**config.mk**
```make
export PLATFORM = sky130hd
export DESIGN_NAME = nsv_stream_deframer
export DESIGN_NICKNAME = d
export VERILOG_FILES = /design/src/rtl/core/nsvd_pkg.sv /design/src/rtl/core/nsvd_skid.sv /design/src/rtl/core/nsvd_parser.sv /design/src/rtl/core/nsv_stream_deframer.sv
export SDC_FILE = /design/constraint.sdc
export NUM_CORES = 1
export LEC_CHECK = 0
export BUFFER_PORTS_ARGS = -buffer_cell sky130_fd_sc_hd__buf_2
export CAP_MARGIN = 20
export CELL_PAD_IN_SITES_DETAIL_PLACEMENT = 2
export CELL_PAD_IN_SITES_GLOBAL_PLACEMENT = 2
export CORE_MARGIN = 2
export CORE_UTILIZATION = 44
export DETAILED_ROUTE_END_ITERATION = 12
export GPL_TIMING_DRIVEN = 0
export PLACE_DENSITY_LB_ADDON = 0.1
export SETUP_SLACK_MARGIN = 0.3
export SLEW_MARGIN = 0
export SYNTH_ARGS = -nofsm -noshare
export SYNTH_HDL_FRONTEND = slang
export SYNTH_SLANG_ARGS = --single-unit
```
**constraint.sdc**
```tcl
create_clock -name clk_i -period 14.7 [get_ports clk_i]
set_input_delay 2.94 -clock clk_i [delete_from_list [all_inputs] [get_ports clk_i]]
set_output_delay 2.94 -clock clk_i [all_outputs]
set_load 0.01 [all_outputs]
```
**src/rtl/core/nsvd_pkg.sv**
```systemverilog
// ----------------------------------------------------------------------------
// NSV deframer package
// Shared types and constants for the NSV stream deframer.
// ----------------------------------------------------------------------------
package nsvd_pkg;

  // Tag carried with every word that leaves the block.
  typedef enum logic [3:0] {
    KIND_SKIP    = 4'd0,
    KIND_SYNC    = 4'd1,
    KIND_FHDR    = 4'd2,
    KIND_AUXHDR  = 4'd3,
    KIND_AUXDATA = 4'd4,
    KIND_VIDEO   = 4'd5,
    KIND_AUDIO   = 4'd6,
    KIND_PREFIX  = 4'd7,
    KIND_DROP    = 4'd8
  } kind_e;

  localparam logic [31:0] MARK_NSVS = 32'h4E53_5673;
  localparam logic [31:0] FMT_NONE  = 32'h4E4F_4E45;
  localparam logic [31:0] FMT_PCM   = 32'h5043_4D20;
  localparam logic [31:0] FMT_VP61  = 32'h5650_3631;
  localparam logic [31:0] FMT_VP62  = 32'h5650_3632;

  localparam logic [7:0] BYTE_EF    = 8'hEF;
  localparam logic [7:0] BYTE_BE    = 8'hBE;
  localparam logic [7:0] KEY_VP61   = 8'h36;
  localparam logic [7:0] KEY_VP62   = 8'h46;
  localparam logic [3:0] AUX_MASK   = 4'h0F;
  localparam logic [3:0] PCM_PREFIX = 4'd4;

  // One input word.
  typedef struct packed {
    logic [7:0] in_byte;
    logic       resync;
  } item_t;

  // One tagged result word.
  typedef struct packed {
    logic [7:0] out_byte;
    kind_e      byte_kind;
    logic       first_of_payload;
    logic       last_of_payload;
    logic       keyframe;
    logic       sync_frame;
    logic       length_error;
  } result_t;

endpackage

```
**src/rtl/core/nsvd_skid.sv**
```systemverilog
// ----------------------------------------------------------------------------
// NSV deframer input skid buffer
// Two-entry input stage whose stall is taken straight from a register.
// ----------------------------------------------------------------------------
module nsvd_skid (
  input  logic           clk_i,
  input  logic           rst_ni,
  input  logic           in_valid_i,
  output logic           in_stall_o,
  input  nsvd_pkg::item_t in_item_i,
  output logic           item_valid_o,
  input  logic           item_pop_i,
  output nsvd_pkg::item_t item_o
);
  import nsvd_pkg::*;

  item_t main_q;
  item_t spare_q;
  logic  main_valid_q;
  logic  spare_valid_q;
  logic  accept;

  assign in_stall_o   = spare_valid_q;
  assign accept       = in_valid_i && !spare_valid_q;
  assign item_valid_o = main_valid_q;
  assign item_o       = main_q;

  always_ff @(posedge clk_i or negedge rst_ni) begin
    if (!rst_ni) begin
      main_valid_q  <= 1'b0;
      spare_valid_q <= 1'b0;
    end else if (item_pop_i) begin
      if (spare_valid_q) begin
        main_valid_q  <= 1'b1;
        spare_valid_q <= 1'b0;
      end else begin
        main_valid_q <= accept;
      end
    end else if (accept) begin
      if (!main_valid_q) begin
        main_valid_q <= 1'b1;
      end else begin
        spare_valid_q <= 1'b1;
      end
    end
  end

  always_ff @(posedge clk_i) begin
    if (item_pop_i) begin
      if (spare_valid_q) begin
        main_q <= spare_q;
      end else if (accept) begin
        main_q <= in_item_i;
      end
    end else if (accept) begin
      if (!main_valid_q) begin
        main_q <= in_item_i;
      end else begin
        spare_q <= in_item_i;
      end
    end
  end

endmodule

```
**src/rtl/core/nsvd_parser.sv**
```systemverilog
// ----------------------------------------------------------------------------
// NSV deframer parser
// Holds the parse state and tags one word per step.
// ----------------------------------------------------------------------------
module nsvd_parser (
  input  logic              clk_i,
  input  logic              rst_ni,
  input  logic              step_i,
  input  nsvd_pkg::item_t   item_i,
  output nsvd_pkg::result_t result_o
);
  import nsvd_pkg::*;

  typedef enum logic [3:0] {
    PH_HUNT   = 4'd0,
    PH_SYNC   = 4'd1,
    PH_FSTART = 4'd2,
    PH_BEEF2  = 4'd3,
    PH_FHDR   = 4'd4,
    PH_AUXH   = 4'd5,
    PH_AUXD   = 4'd6,
    PH_VID    = 4'd7,
    PH_AUD    = 4'd8
  } phase_e;

  phase_e      phase_q,    phase_d, phase_now;
  logic [31:0] marker_q,   marker_d, marker_now;
  logic [3:0]  cnt_q,      cnt_d;
  logic [31:0] hdr_q,      hdr_d;
  logic [3:0]  aux_q,      aux_d;
  logic [19:0] chunk_q,    chunk_d;
  logic [19:0] vlen_q,     vlen_d;
  logic [15:0] alen_q,     alen_d;
  logic [31:0] vfmt_q,     vfmt_d;
  logic [31:0] afmt_q,     afmt_d;
  logic        fvalid_q,   fvalid_d;
  logic        had_sync_q, had_sync_d;
  logic [7:0]  vbyte1_q,   vbyte1_d;
  logic        lerr_q,     lerr_d;

  logic [7:0]  b;
  logic [19:0] pos;
  logic [16:0] need;
  logic        do_aux_vid;
  logic        do_audio;

  assign b = item_i.in_byte;

  always_comb begin
    phase_now  = phase_q;
    marker_now = marker_q;
    if (item_i.resync) begin
      phase_now  = PH_HUNT;
      marker_now = '0;
    end
    phase_d    = phase_now;
    marker_d   = marker_now;
    cnt_d      = cnt_q;
    hdr_d      = hdr_q;
    aux_d      = aux_q;
    chunk_d    = chunk_q;
    vlen_d     = vlen_q;
    alen_d     = alen_q;
    vfmt_d     = vfmt_q;
    afmt_d     = afmt_q;
    fvalid_d   = fvalid_q;
    had_sync_d = had_sync_q;
    vbyte1_d   = vbyte1_q;
    lerr_d     = lerr_q;
    pos        = vlen_q - chunk_q;
    need       = '0;
    do_aux_vid = 1'b0;
    do_audio   = 1'b0;

    result_o.out_byte         = b;
    result_o.byte_kind        = KIND_SKIP;
    result_o.first_of_payload = 1'b0;
    result_o.last_of_payload  = 1'b0;
    result_o.keyframe         = 1'b0;

    unique case (phase_now)
      PH_HUNT: begin
        marker_d = {marker_now[23:0], b};
        if ({marker_now[23:0], b} == MARK_NSVS) begin
          result_o.byte_kind = KIND_SYNC;
          phase_d    = PH_SYNC;
          cnt_d      = '0;
          had_sync_d = 1'b1;
        end
      end
      PH_SYNC: begin
        result_o.byte_kind = KIND_SYNC;
        hdr_d = {hdr_q[23:0], b};
        if (cnt_q == 4'd3 && !fvalid_q) begin
          vfmt_d = {hdr_q[23:0], b};
        end
        if (cnt_q == 4'd7 && !fvalid_q) begin
          afmt_d = {hdr_q[23:0], b};
        end
        if (cnt_q >= 4'd14) begin
          fvalid_d = 1'b1;
          phase_d  = PH_FHDR;
          cnt_d    = '0;
        end else begin
          cnt_d = cnt_q + 4'd1;
        end
      end
      PH_FSTART: begin
        if (b == BYTE_EF) begin
          result_o.byte_kind = KIND_FHDR;
          phase_d = PH_BEEF2;
        end else begin
          phase_d  = PH_HUNT;
          marker_d = {24'd0, b};
        end
      end
      PH_BEEF2: begin
        if (b == BYTE_BE) begin
          result_o.byte_kind = KIND_FHDR;
          had_sync_d = 1'b0;
          phase_d    = PH_FHDR;
          cnt_d      = '0;
        end else begin
          phase_d  = PH_HUNT;
          marker_d = {24'd0, b};
        end
      end
      PH_FHDR: begin
        result_o.byte_kind = KIND_FHDR;
        unique case (cnt_q)
          4'd0: begin
            lerr_d = 1'b0;
            aux_d  = b[3:0] & AUX_MASK;
            vlen_d = {16'd0, b[7:4]};
          end
          4'd1:    vlen_d = vlen_q | {8'd0, b, 4'd0};
          4'd2:    vlen_d = vlen_q | {b, 12'd0};
          4'd3:    alen_d = {8'd0, b};
          default: alen_d = alen_q | {b, 8'd0};
        endcase
        if (cnt_q >= 4'd4) begin
          do_aux_vid = 1'b1;
        end else begin
          cnt_d = cnt_q + 4'd1;
        end
      end
      PH_AUXH: begin
        result_o.byte_kind = KIND_AUXHDR;
        if (cnt_q == 4'd0) begin
          chunk_d = {12'd0, b};
        end else if (cnt_q == 4'd1) begin
          chunk_d = chunk_q | {4'd0, b, 8'd0};
          need    = chunk_d[16:0] + 17'd6;
          if ({3'd0, need} > vlen_q) begin
            lerr_d = 1'b1;
            vlen_d = '0;
          end else begin
            vlen_d = vlen_q - {3'd0, need};
          end
        end
        if (cnt_q >= 4'd5) begin
          aux_d = aux_q - 4'd1;
          if (chunk_d != '0) begin
            phase_d = PH_AUXD;
          end else begin
            do_aux_vid = 1'b1;
          end
        end else begin
          cnt_d = cnt_q + 4'd1;
        end
      end
      PH_AUXD: begin
        result_o.byte_kind = KIND_AUXDATA;
        chunk_d = chunk_q - 20'd1;
        if (chunk_d == '0) begin
          do_aux_vid = 1'b1;
        end
      end
      PH_VID: begin
        if (vfmt_q == FMT_NONE) begin
          result_o.byte_kind = KIND_DROP;
        end else begin
          result_o.byte_kind        = KIND_VIDEO;
          result_o.first_of_payload = (pos == 20'd0);
          if (pos == 20'd1) begin
            vbyte1_d = b;
          end
          if (chunk_q == 20'd1) begin
            result_o.last_of_payload = 1'b1;
            if (vfmt_q == FMT_VP61) begin
              result_o.keyframe = (vbyte1_d == KEY_VP61);
            end else if (vfmt_q == FMT_VP62) begin
              result_o.keyframe = (vbyte1_d == KEY_VP62);
            end else begin
              result_o.keyframe = had_sync_q;
            end
          end
        end
        chunk_d = chunk_q - 20'd1;
        if (chunk_d == '0) begin
          do_audio = 1'b1;
        end
      end
      PH_AUD: begin
        if (afmt_q == FMT_NONE) begin
          result_o.byte_kind = KIND_DROP;
        end else if (cnt_q != '0) begin
          result_o.byte_kind = KIND_PREFIX;
          cnt_d = cnt_q - 4'd1;
        end else begin
          result_o.byte_kind = KIND_AUDIO;
          if (({4'd0, alen_q} - chunk_q) ==
              ((afmt_q == FMT_PCM) ? {16'd0, PCM_PREFIX} : 20'd0)) begin
            result_o.first_of_payload = 1'b1;
          end
          result_o.last_of_payload = (chunk_q == 20'd1);
        end
        chunk_d = chunk_q - 20'd1;
        if (chunk_d == '0) begin
          phase_d = PH_FSTART;
        end
      end
      default: begin
        phase_d  = PH_HUNT;
        marker_d = {24'd0, b};
      end
    endcase

    // Move on to the next section of the frame that is present.
    if (do_aux_vid) begin
      if (aux_d != '0) begin
        phase_d = PH_AUXH;
        cnt_d   = '0;
      end else if (vlen_d != '0) begin
        phase_d  = PH_VID;
        chunk_d  = vlen_d;
        vbyte1_d = '0;
      end else begin
        do_audio = 1'b1;
      end
    end
    if (do_audio) begin
      if (alen_d != '0) begin
        phase_d = PH_AUD;
        chunk_d = {4'd0, alen_d};
        cnt_d   = (afmt_d == FMT_PCM) ? PCM_PREFIX : 4'd0;
      end else begin
        phase_d = PH_FSTART;
      end
    end

    result_o.sync_frame   = had_sync_d;
    result_o.length_error = lerr_d;
  end

  always_ff @(posedge clk_i or negedge rst_ni) begin
    if (!rst_ni) begin
      phase_q    <= PH_HUNT;
      marker_q   <= '0;
      cnt_q      <= '0;
      hdr_q      <= '0;
      aux_q      <= '0;
      chunk_q    <= '0;
      vlen_q     <= '0;
      alen_q     <= '0;
      vfmt_q     <= '0;
      afmt_q     <= '0;
      fvalid_q   <= 1'b0;
      had_sync_q <= 1'b0;
      vbyte1_q   <= '0;
      lerr_q     <= 1'b0;
    end else if (step_i) begin
      phase_q    <= phase_d;
      marker_q   <= marker_d;
      cnt_q      <= cnt_d;
      hdr_q      <= hdr_d;
      aux_q      <= aux_d;
      chunk_q    <= chunk_d;
      vlen_q     <= vlen_d;
      alen_q     <= alen_d;
      vfmt_q     <= vfmt_d;
      afmt_q     <= afmt_d;
      fvalid_q   <= fvalid_d;
      had_sync_q <= had_sync_d;
      vbyte1_q   <= vbyte1_d;
      lerr_q     <= lerr_d;
    end
  end

endmodule

```
**src/rtl/core/nsv_stream_deframer.sv**
```systemverilog
// ----------------------------------------------------------------------------
// NSV stream deframer
// Tags every word of a raw NSV stream with the part of the stream it is in.
// ----------------------------------------------------------------------------
// Usage: raw stream bytes enter on the input channel (in_valid_i, in_stall_o,
// in_byte_i, resync_i), one byte per word. Each accepted word leaves once,
// unchanged, on the output channel (out_valid_o, out_stall_i) together with
// its tag and the payload flags. Raising resync_i with a word sends the
// parser back to marker hunting before that word is looked at, as after a
// seek.
// A word accepted at an edge sits in the skid register until it is parsed, and
// its tagged result is shown from the output register after the edge that ends
// its parse. While the receiver does not stall, the block sustains one word per
// cycle; the single parse step per word, a few narrow adds and compares, sets
// that.
// Reset puts the parser into marker hunting with all lengths, formats and
// flags cleared, and empties both the input and output registers.
// When the receiver stalls, the output word holds; the skid register still
// takes in up to two further words, after which in_stall_o rises, so the
// input stall comes straight from a flip-flop.
module nsv_stream_deframer (
  input  logic       clk_i,
  input  logic       rst_ni,
  input  logic       in_valid_i,
  output logic       in_stall_o,
  input  logic [7:0] in_byte_i,
  input  logic       resync_i,
  output logic       out_valid_o,
  input  logic       out_stall_i,
  output logic [7:0] out_byte_o,
  output logic [3:0] byte_kind_o,
  output logic       first_of_payload_o,
  output logic       last_of_payload_o,
  output logic       keyframe_o,
  output logic       sync_frame_o,
  output logic       length_error_o
);
  import nsvd_pkg::*;

  item_t   in_item;
  item_t   item;
  logic    item_valid;
  logic    step;
  result_t result;
  result_t out_q;
  logic    out_valid_q;

  assign in_item.in_byte = in_byte_i;
  assign in_item.resync  = resync_i;

  // A word is parsed whenever the output register is empty or being drained.
  assign step = item_valid && (!out_valid_q || !out_stall_i);

  nsvd_skid u_skid (
    .clk_i        (clk_i),
    .rst_ni       (rst_ni),
    .in_valid_i   (in_valid_i),
    .in_stall_o   (in_stall_o),
    .in_item_i    (in_item),
    .item_valid_o (item_valid),
    .item_pop_i   (step),
    .item_o       (item)
  );

  nsvd_parser u_parser (
    .clk_i    (clk_i),
    .rst_ni   (rst_ni),
    .step_i   (step),
    .item_i   (item),
    .result_o (result)
  );

  always_ff @(posedge clk_i or negedge rst_ni) begin
    if (!rst_ni) begin
      out_valid_q <= 1'b0;
    end else if (step) begin
      out_valid_q <= 1'b1;
    end else if (!out_stall_i) begin
      out_valid_q <= 1'b0;
    end
  end

  always_ff @(posedge clk_i) begin
    if (step) begin
      out_q <= result;
    end
  end

  assign out_valid_o        = out_valid_q;
  assign out_byte_o         = out_q.out_byte;
  assign byte_kind_o        = out_q.byte_kind;
  assign first_of_payload_o = out_q.first_of_payload;
  assign last_of_payload_o  = out_q.last_of_payload;
  assign keyframe_o         = out_q.keyframe;
  assign sync_frame_o       = out_q.sync_frame;
  assign length_error_o     = out_q.length_error;

endmodule

```
Word-level counts from Yosys, hierarchy flattened
Cells that the tools add are included.
{ "word_totals": {"reg_bits": 237, "latch_bits": 0, "ram_bits": 0, "rom_bits": 0, "inputBits": 13, "output_inout_bits": 19, "word_cells": 213, "memories": 0} }
{ "op_classes": {"add_sub_neg": 8, "n_mul": 0, "div_mod_pow": 0, "magnitude_cmp": 4, "eq_ne": 28, "shift": 0, "n_mux": 106, "bitwise_logic": 7, "reduce_logical": 32} }
{ "op_table": {"columns": ["cell", "n"], "rows": [
  ["== test 32 x 31 -> 1 bit, second input constant", 7],
  ["two-way mux 20 bit", 11],
  ["two-way mux 32 bit", 5],
  ["one-hot mux 32 bit (4 select lines)", 1],
  ["two-way mux 4 bit", 26],
  ["one-hot mux 20 bit (2 select lines)", 2],
  ["two-way mux 8 bit", 8],
  ["one-hot mux 20 bit (3 select lines)", 1],
  ["two-way mux 9 bit", 5],
  ["== test 20 x 1 -> 1 bit, second input constant", 2],
  ["zero test 20 bit", 2],
  ["nonzero test 20 bit", 2],
  ["one-hot mux 4 bit (9 select lines)", 1],
  ["one-hot mux 16 bit (2 select lines)", 1],
  ["one-hot mux 4 bit (7 select lines)", 1],
  ["two-way mux 1 bit", 27],
  ["one-hot mux 4 bit (6 select lines)", 1],
  ["== test 20 bit", 1],
  ["== test 4 x 3 -> 1 bit, second input constant", 5],
  ["> comparator 17 x 20 -> 1 bit", 1],
  ["bitwise OR 20 x 12 -> 20 bit", 1],
  ["bitwise OR 20 x 16 -> 20 bit", 1],
  ["bitwise OR 20 bit", 1],
  ["subtractor 16 x 20 -> 20 bit", 1],
  ["36 further kinds", 71]
]} }

Longest topological paths before layout
{ "depth": {"word_depth": 13, "mapped_depth": 21, "depth_no_buf": 18} }

Cells and area by module
Synthesis repeated with hierarchy kept, for this count alone.
{ "hier_totals": {"cells_unflattened": 1713, "area_unflattened_um2": 15833.9} }
{ "modules_own_cells": {"columns": ["mod", "n_inst", "cells_each", "area_each_um2", "seq_area_each_um2"], "rows": [
  ["nsvd_parser", 1, 1655, 14533.9, 4779.6],
  ["nsvd_skid", 1, 38, 745.7, 590.6],
  ["nsv_stream_deframer", 1, 20, 554.3, 535.5]
]} }

Least setup slack after synthesis
Ideal clock, no wire load.
{ "synth_timing": {"path_type": "register to register", "start": "register u_parser.chunk_q[6]", "end": "register u_parser.chunk_q[16]", "setup_ns": 0.159, "arrival_ns": 5.207, "t_required_ns": 14.541, "path_slack_ns": 9.334, "stages_incl_launch_ff": 22, "n_path_buf": 3, "synth_period_minus_slack_ns": 5.366, "path_cell_list": "dfrtp_1 > clkbuf_1 > clkinv_1 > or3_1 > or3_1 > nor3_1 > o21ai_0 > xnor2_1 > ha_1 > and4_1 > and3_1 > a2111oi_0 > o211ai_1 > a211oi_1 > xor2_1 > a222oi_1 > nand3_1 > o31ai_4 > or2_1 > buf_4 > buf_6 > o22ai_1"} }
{ "synth_via": {"elab_chain_len": 13, "elab_cells_between_ends": 29, "cone_classes": "add/sub: 3; order compare: 1; mux: 21; bitwise: 1; reduce/logical: 3"} }
{ "synth_lines": {"columns": ["element", "line_no", "source"], "rows": [
  ["from (decl)", "nsvd_parser.sv:31", "logic [19:0] chunk_q, chunk_d;"],
  ["from (signal assigned)", "nsvd_parser.sv:278", "chunk_q <= chunk_d;"],
  ["bitwise OR 20 x 16 -> 20 bit", "nsvd_parser.sv:152", "chunk_d = chunk_q | {4'd0, b, 8'd0};"],
  ["adder 17 x 3 -> 17 bit", "nsvd_parser.sv:153", "need = chunk_d[16:0] + 17'd6;"],
  ["subtractor 20 x 17 -> 20 bit / > comparator 17 x 20 -> 1 bit (equally long branches)", "nsvd_parser.sv:158, nsvd_parser.sv:154", null],
  ["two-way mux 20 bit", "nsvd_parser.sv:154", "if ({3'd0, need} > vlen_q) begin"],
  ["two-way mux 20 bit", "nsvd_parser.sv:151", "end else if (cnt_q == 4'd1) begin"],
  ["two-way mux 20 bit", "nsvd_parser.sv:149", "if (cnt_q == 4'd0) begin"],
  ["one-hot mux 20 bit (2 select lines)", "nsvd_parser.sv:81", "unique case (phase_now)"],
  ["nonzero test 20 bit", "nsvd_parser.sv:234", "end else if (vlen_d != '0) begin"],
  ["two-way mux 20 bit", "nsvd_parser.sv:234", null],
  ["two-way mux 20 bit", "nsvd_parser.sv:231", "if (aux_d != '0) begin"],
  ["two-way mux 20 bit", "nsvd_parser.sv:230", "if (do_aux_vid) begin"],
  ["two-way mux 20 bit", "nsvd_parser.sv:243", "if (alen_d != '0) begin"],
  ["two-way mux 20 bit *", "nsvd_parser.sv:242", "if (do_audio) begin"]
]} }
Every way passes the cells marked *; elsewhere a longest branch is shown, timed or not. The select of a mux whose other input is x is not followed.
A chain may end at the register's enable or synchronous reset.

Worst setup path after layout
{ "layout_timing": {"start": "register u_skid.main_q (netlist bit u_skid.item_o[2])", "end": "register u_parser.phase_q[3]"} }
{ "layout_via": {"elab_chain_len": 12, "elab_cells_between_ends": 39, "cone_classes": "add/sub: 2; order compare: 1; eq/ne: 1; mux: 27; bitwise: 4; reduce/logical: 4"} }
{ "layout_lines": {"columns": ["element", "line_no", "source"], "rows": [
  ["from (decl)", "nsvd_skid.sv:17", "item_t main_q;"],
  ["from (signal assigned)", "nsvd_skid.sv:51", "main_q <= spare_q;"],
  ["from (signal assigned)", "nsvd_skid.sv:53", "main_q <= in_item_i;"],
  ["from (signal assigned)", "nsvd_skid.sv:57", "main_q <= in_item_i;"],
  ["bitwise OR 20 x 16 -> 20 bit", "nsvd_parser.sv:152", null],
  ["adder 17 x 3 -> 17 bit / two-way mux 20 bit (equally long branches)", "nsvd_parser.sv:153, nsvd_parser.sv:151", null],
  ["subtractor 20 x 17 -> 20 bit (tied with other cells)", "nsvd_parser.sv:158", "vlen_d = vlen_q - {3'd0, need};"],
  ["two-way mux 20 bit (on tied branches)", "nsvd_parser.sv:154, nsvd_parser.sv:81", null],
  ["two-way mux 20 bit / nonzero test 20 bit (equally long branches)", "nsvd_parser.sv:151, nsvd_parser.sv:163", null],
  ["two-way mux 20 bit / two-way mux 4 bit (equally long branches)", "nsvd_parser.sv:149, nsvd_parser.sv:163", null],
  ["one-hot mux 20 bit (2 select lines) / two-way mux 4 bit (equally long branches)", "nsvd_parser.sv:81, nsvd_parser.sv:161", null],
  ["nonzero test 20 bit / one-hot mux 4 bit (7 select lines) (equally long branches)", "nsvd_parser.sv:234, nsvd_parser.sv:81", null],
  ["two-way mux 4 bit / two-way mux 1 bit (equally long branches)", "nsvd_parser.sv:234", null],
  ["two-way mux 4 bit / two-way mux 1 bit (equally long branches)", "nsvd_parser.sv:231", null],
  ["two-way mux 4 bit / two-way mux 1 bit (equally long branches)", "nsvd_parser.sv:230", null],
  ["two-way mux 4 bit *", "nsvd_parser.sv:242", null],
  ["to (signal assigned)", "nsvd_parser.sv:273", "phase_q <= phase_d;"],
  ["to (decl)", "nsvd_parser.sv:26", "phase_e phase_q, phase_d, phase_now;"]
]} }
Marked as above.

==> run_results.csv <==
group,metric,value,unit
placed_design,portBuffers,31,
clock_tree,cts_buffer_depth,3,
floorplan,start_util,44.7,%
synth,synth_seq_area_share,39.3,%
timing,rsz0062_at_grt,"no",
timing,slew_viol_final,0,
floorplan,core-area,0.0336,mm²
clock_tree,clkTransAtPathRegs,0.06,ns
critical_path,crit_type,"flip-flop to flip-flop",
synth,synth_area_leaders,"dfrtp_1, mux2_2, edfxtp_1, ha_1, o21ai_0",
clock_tree,cts-hold-fix-buffers,0,
routing,ant_nets,0,
synth,ys.flop_type,"dfrtp_1",
hold_path,hold_path.class,"flip-flop to flip-flop",
synth,synth_nets,1695,
synth,synth_area,0.0150,mm²
synth,synth_top_area_share,32.3,%
critical_path,worstPathRequired,15.14,ns
timing,finalClockSkew,0.0154,ns
power_and_ir_drop,p_leak,7.16,nW
critical_path,startpoint_type,"flip-flop",
synth,ys_ff_latch,229,
routing,drt-pass1-iter-count,6,
clock_tree,htreeDepth,1,
finish,syn2layout_area_growth,10.8,%
placed_design,routabilityCongestion,0.950,
routing,drtIter0Drc,1175,
routing,dr_wl_met2,33200,µm
power_and_ir_drop,powerDensity,184,mW/mm²
routing,drc,0,
timing,max_freq,128,MHz
finish,fillCellCount,3562,
timing,period_share,53.2,%
synth,synth.distinct_cells,85,
placed_design,dp_slack,7.14,ns
global_route,grt_usage,38.3,%
floorplan,row_count,67,
critical_path,critPathMaxFanout,10,
timing,worst_pin_slew,1.23,ns
timing,min_period,7.82,ns
clock_tree,cts_resized,0,
finish,fin_nets,1757,
status,status,"finished, final reports clean",
clock_tree,cts-buffers-inserted,26,
routing,drt-met1-wl,26900,µm
routing,via_per_inst,6.83,
timing,relSlewSlack,17.8,%
placed_design,place_hpwl,48700,µm
timing,finalSetupTns,0,ns
flow_run,drv_cap,0,
power_and_ir_drop,peakVddDrop,0.120,mV
routing,vias,14700,
routing,wl_met3,3870,µm
global_route,grt_pass1_vias,16200,
timing,hold_viol,0,
finish,post-route-util,49.5,%
synth,syn_inst,1620,
routing,highest_layer,"met4",
synth,yosysWarningCount,0,
floorplan,die_y,189,µm
clock_tree,cts_tree,"yes",
timing,finalWorstSetupSlack,6.88,ns
placed_design,placed_area,0.0158,mm²
finish,drive_above_1_share,13.0,%
clock_tree,cts_setup_buffers,0,
global_route,globalRouteOverflowTotal,0,
critical_path,critPathCaptureType,"flip-flop",
synth,avgSynthCellArea,9.28,µm²
synth,synth_top_cell_by_area,"dfrtp_1",
routing,routed_wirelength,68000,µm
timing,setup_violations,0,
finish,stdcell_area,0.0167,mm²
floorplan,die_x,189,µm
clock_tree,cts_root_buf,"clkbuf_16",
floorplan,dieArea,0.0356,mm²
routing,wl_per_cell,31.6,µm
synth,synth-async-reset-ratio,84.7,%
synth,synth_edf_count,35,
floorplan,io_pins,32,
clock_tree,clk_latency,0.55,ns
global_route,grt_max_degree,73,
finish,insertedDiodeCount,0,
timing,whs,0.467,ns
clock_tree,clkSinkCount,229,
global_route,antenna_found_initial,1,
global_route,grt_pass1_wl,103000,µm
critical_path,cp.arrival,8.26,ns
[per-stage QoR]
stage,cells,power (mW)
6_report,2149,3.07
5_1_grt,2149,3.21
4_1_cts,2148,3.03
3_5_place_dp,2101,2.36
3_3_place_gp,2099,2.29
2_1_floorplan,1620,1.81
[cells in the final DEF, fill, tap and decap left out, types with 10 or more instances in the layout]
cell type,n
o211ai_1,12
a22oi_1,32
nand2b_1,21
nand3_1,39
inv_1,44
edfxtp_1,35
and2_1,10
nand4_1,23
o21a_1,15
mux2_2,111
dfrtp_1,194
clkbuf_1,77
nand2_1,130
a21oi_1,98
clkbuf_16,27
xnor2_1,25
o21ai_0,117
a22o_1,40
buf_2,38
a211oi_1,14
nor3_1,55
a21o_1,35
xor2_1,19
nor2b_1,19
ha_1,60
a221oi_1,14
and3_1,10
nand4b_1,13
or3_1,13
nor2_1,123
o31ai_1,11
nor4_1,33
[worst max-delay path: stages (launching register included)]
cell	delay, ns
edfxtp_1	0.37
clkbuf_1	0.70
clkbuf_1	0.77
nor2_1	0.25
or3_1	0.46
nor3_1	0.41
o21ai_0	0.23
xnor2_1	0.20
ha_1	0.35
and4_1	0.22
and3_1	0.21
a2111oi_0	0.60
o211ai_1	0.29
a211oi_1	0.39
xor2_1	0.15
a222oi_1	0.43
nand3_1	0.34
o31ai_4	0.54
buf_2	0.40
o21ai_0	0.21
o21ai_0	0.16
[cells in the mapped netlist, types with 35 or more instances]
cell type / n
dfrtp_1: 194
clkbuf_1: 72
mux2_2: 111
nand3_1: 39
nor2_1: 123
a22o_1: 40
inv_1: 44
nor3_1: 55
nand2_1: 130
a21o_1: 35
o21ai_0: 117
ha_1: 60
a21oi_1: 98
edfxtp_1: 35
[final cells by class]
| cell class | count | area, µm² | share of cell area [%] |
|---|---|---|---|
| Buffer | 91 | 368 | 2.21 |
| Clock buffer | 40 | 795 | 4.77 |
| Clock inverter | 7 | 43.8 | 0.263 |
| Inverter | 45 | 169 | 1.01 |
| Multi-Input combinational cell | 1255 | 8580 | 51.5 |
| Sequential cell | 229 | 5910 | 35.5 |
| Tap cell | 448 | 561 | 3.37 |
| Timing Repair Buffer | 34 | 228 | 1.37 |
[registers in the layout (all words and copies together), names as in the netlist, 4 cells and up]
name,cells
u_parser.vlen_q,20
byte_kind_o,4
u_parser.cnt_q,4
u_parser.phase_q,4
out_byte_o,8
u_parser.marker_q,24
u_parser.hdr_q,24
u_parser.afmt_q,32
u_skid.spare_q,9
u_parser.vbyte1_q,8
u_parser.aux_q,4
u_skid.item_o,9
u_parser.alen_q,16
u_parser.chunk_q,20
u_parser.vfmt_q,32
[report_power, final]
group	internal [mW]	leakage [nW]	total, mW	switching, mW
combinational	0.504	3.74	1.59	1.08
sequential	0.741	3.01	0.827	0.0860
clock	0.371	0.410	0.652	0.282
total	1.62	7.16	3.07	1.45
[per-layer routing]
metal / track usage [%] / up-vias
met2: 65.6 / 639
li1: - / 6245
met5: 0 / -
met3: 5.25 / 220
met1: 46.6 / 7566
met4: 21.2 / 0
[cells by family (layout without fill, tap and decap cells)]
logic type | Yosys count | in the layout | synth area share (%)
simple gates | 548 | 548 | 18.9
compound gates | 486 | 486 | 21.9
flops | 229 | 229 | 39.3
buf+inv | 136 | 217 | 3.56
mux | 115 | 115 | 8.59
fa+ha+maj | 62 | 62 | 5.26
xor+xnor | 44 | 44 | 2.56
[worst paths after layout]
kind	startpoint	to	slack, ns	cells after the start
max	u_skid.item_o[2]$_DFFE_PP_	u_parser.phase_q[3]$_DFFE_PN0P_	6.88	20
min	u_skid.item_o[8]$_DFFE_PP_	out_byte_o[7]$_DFFE_PP_	0.47	0
min reg2reg	u_skid.item_o[8]$_DFFE_PP_	out_byte_o[7]$_DFFE_PP_	0.47	0
min in group asynchronous	rst_ni	u_parser.vfmt_q[25]$_DFFE_PN0P_	2.33	1
max in group asynchronous	rst_ni	u_parser.chunk_q[16]$_DFFE_PN0P_	11.60	2
max reg2reg	u_skid.item_o[2]$_DFFE_PP_	u_parser.phase_q[3]$_DFFE_PN0P_	6.88	20
No activity file was read; power rests on OpenSTA's default activity.
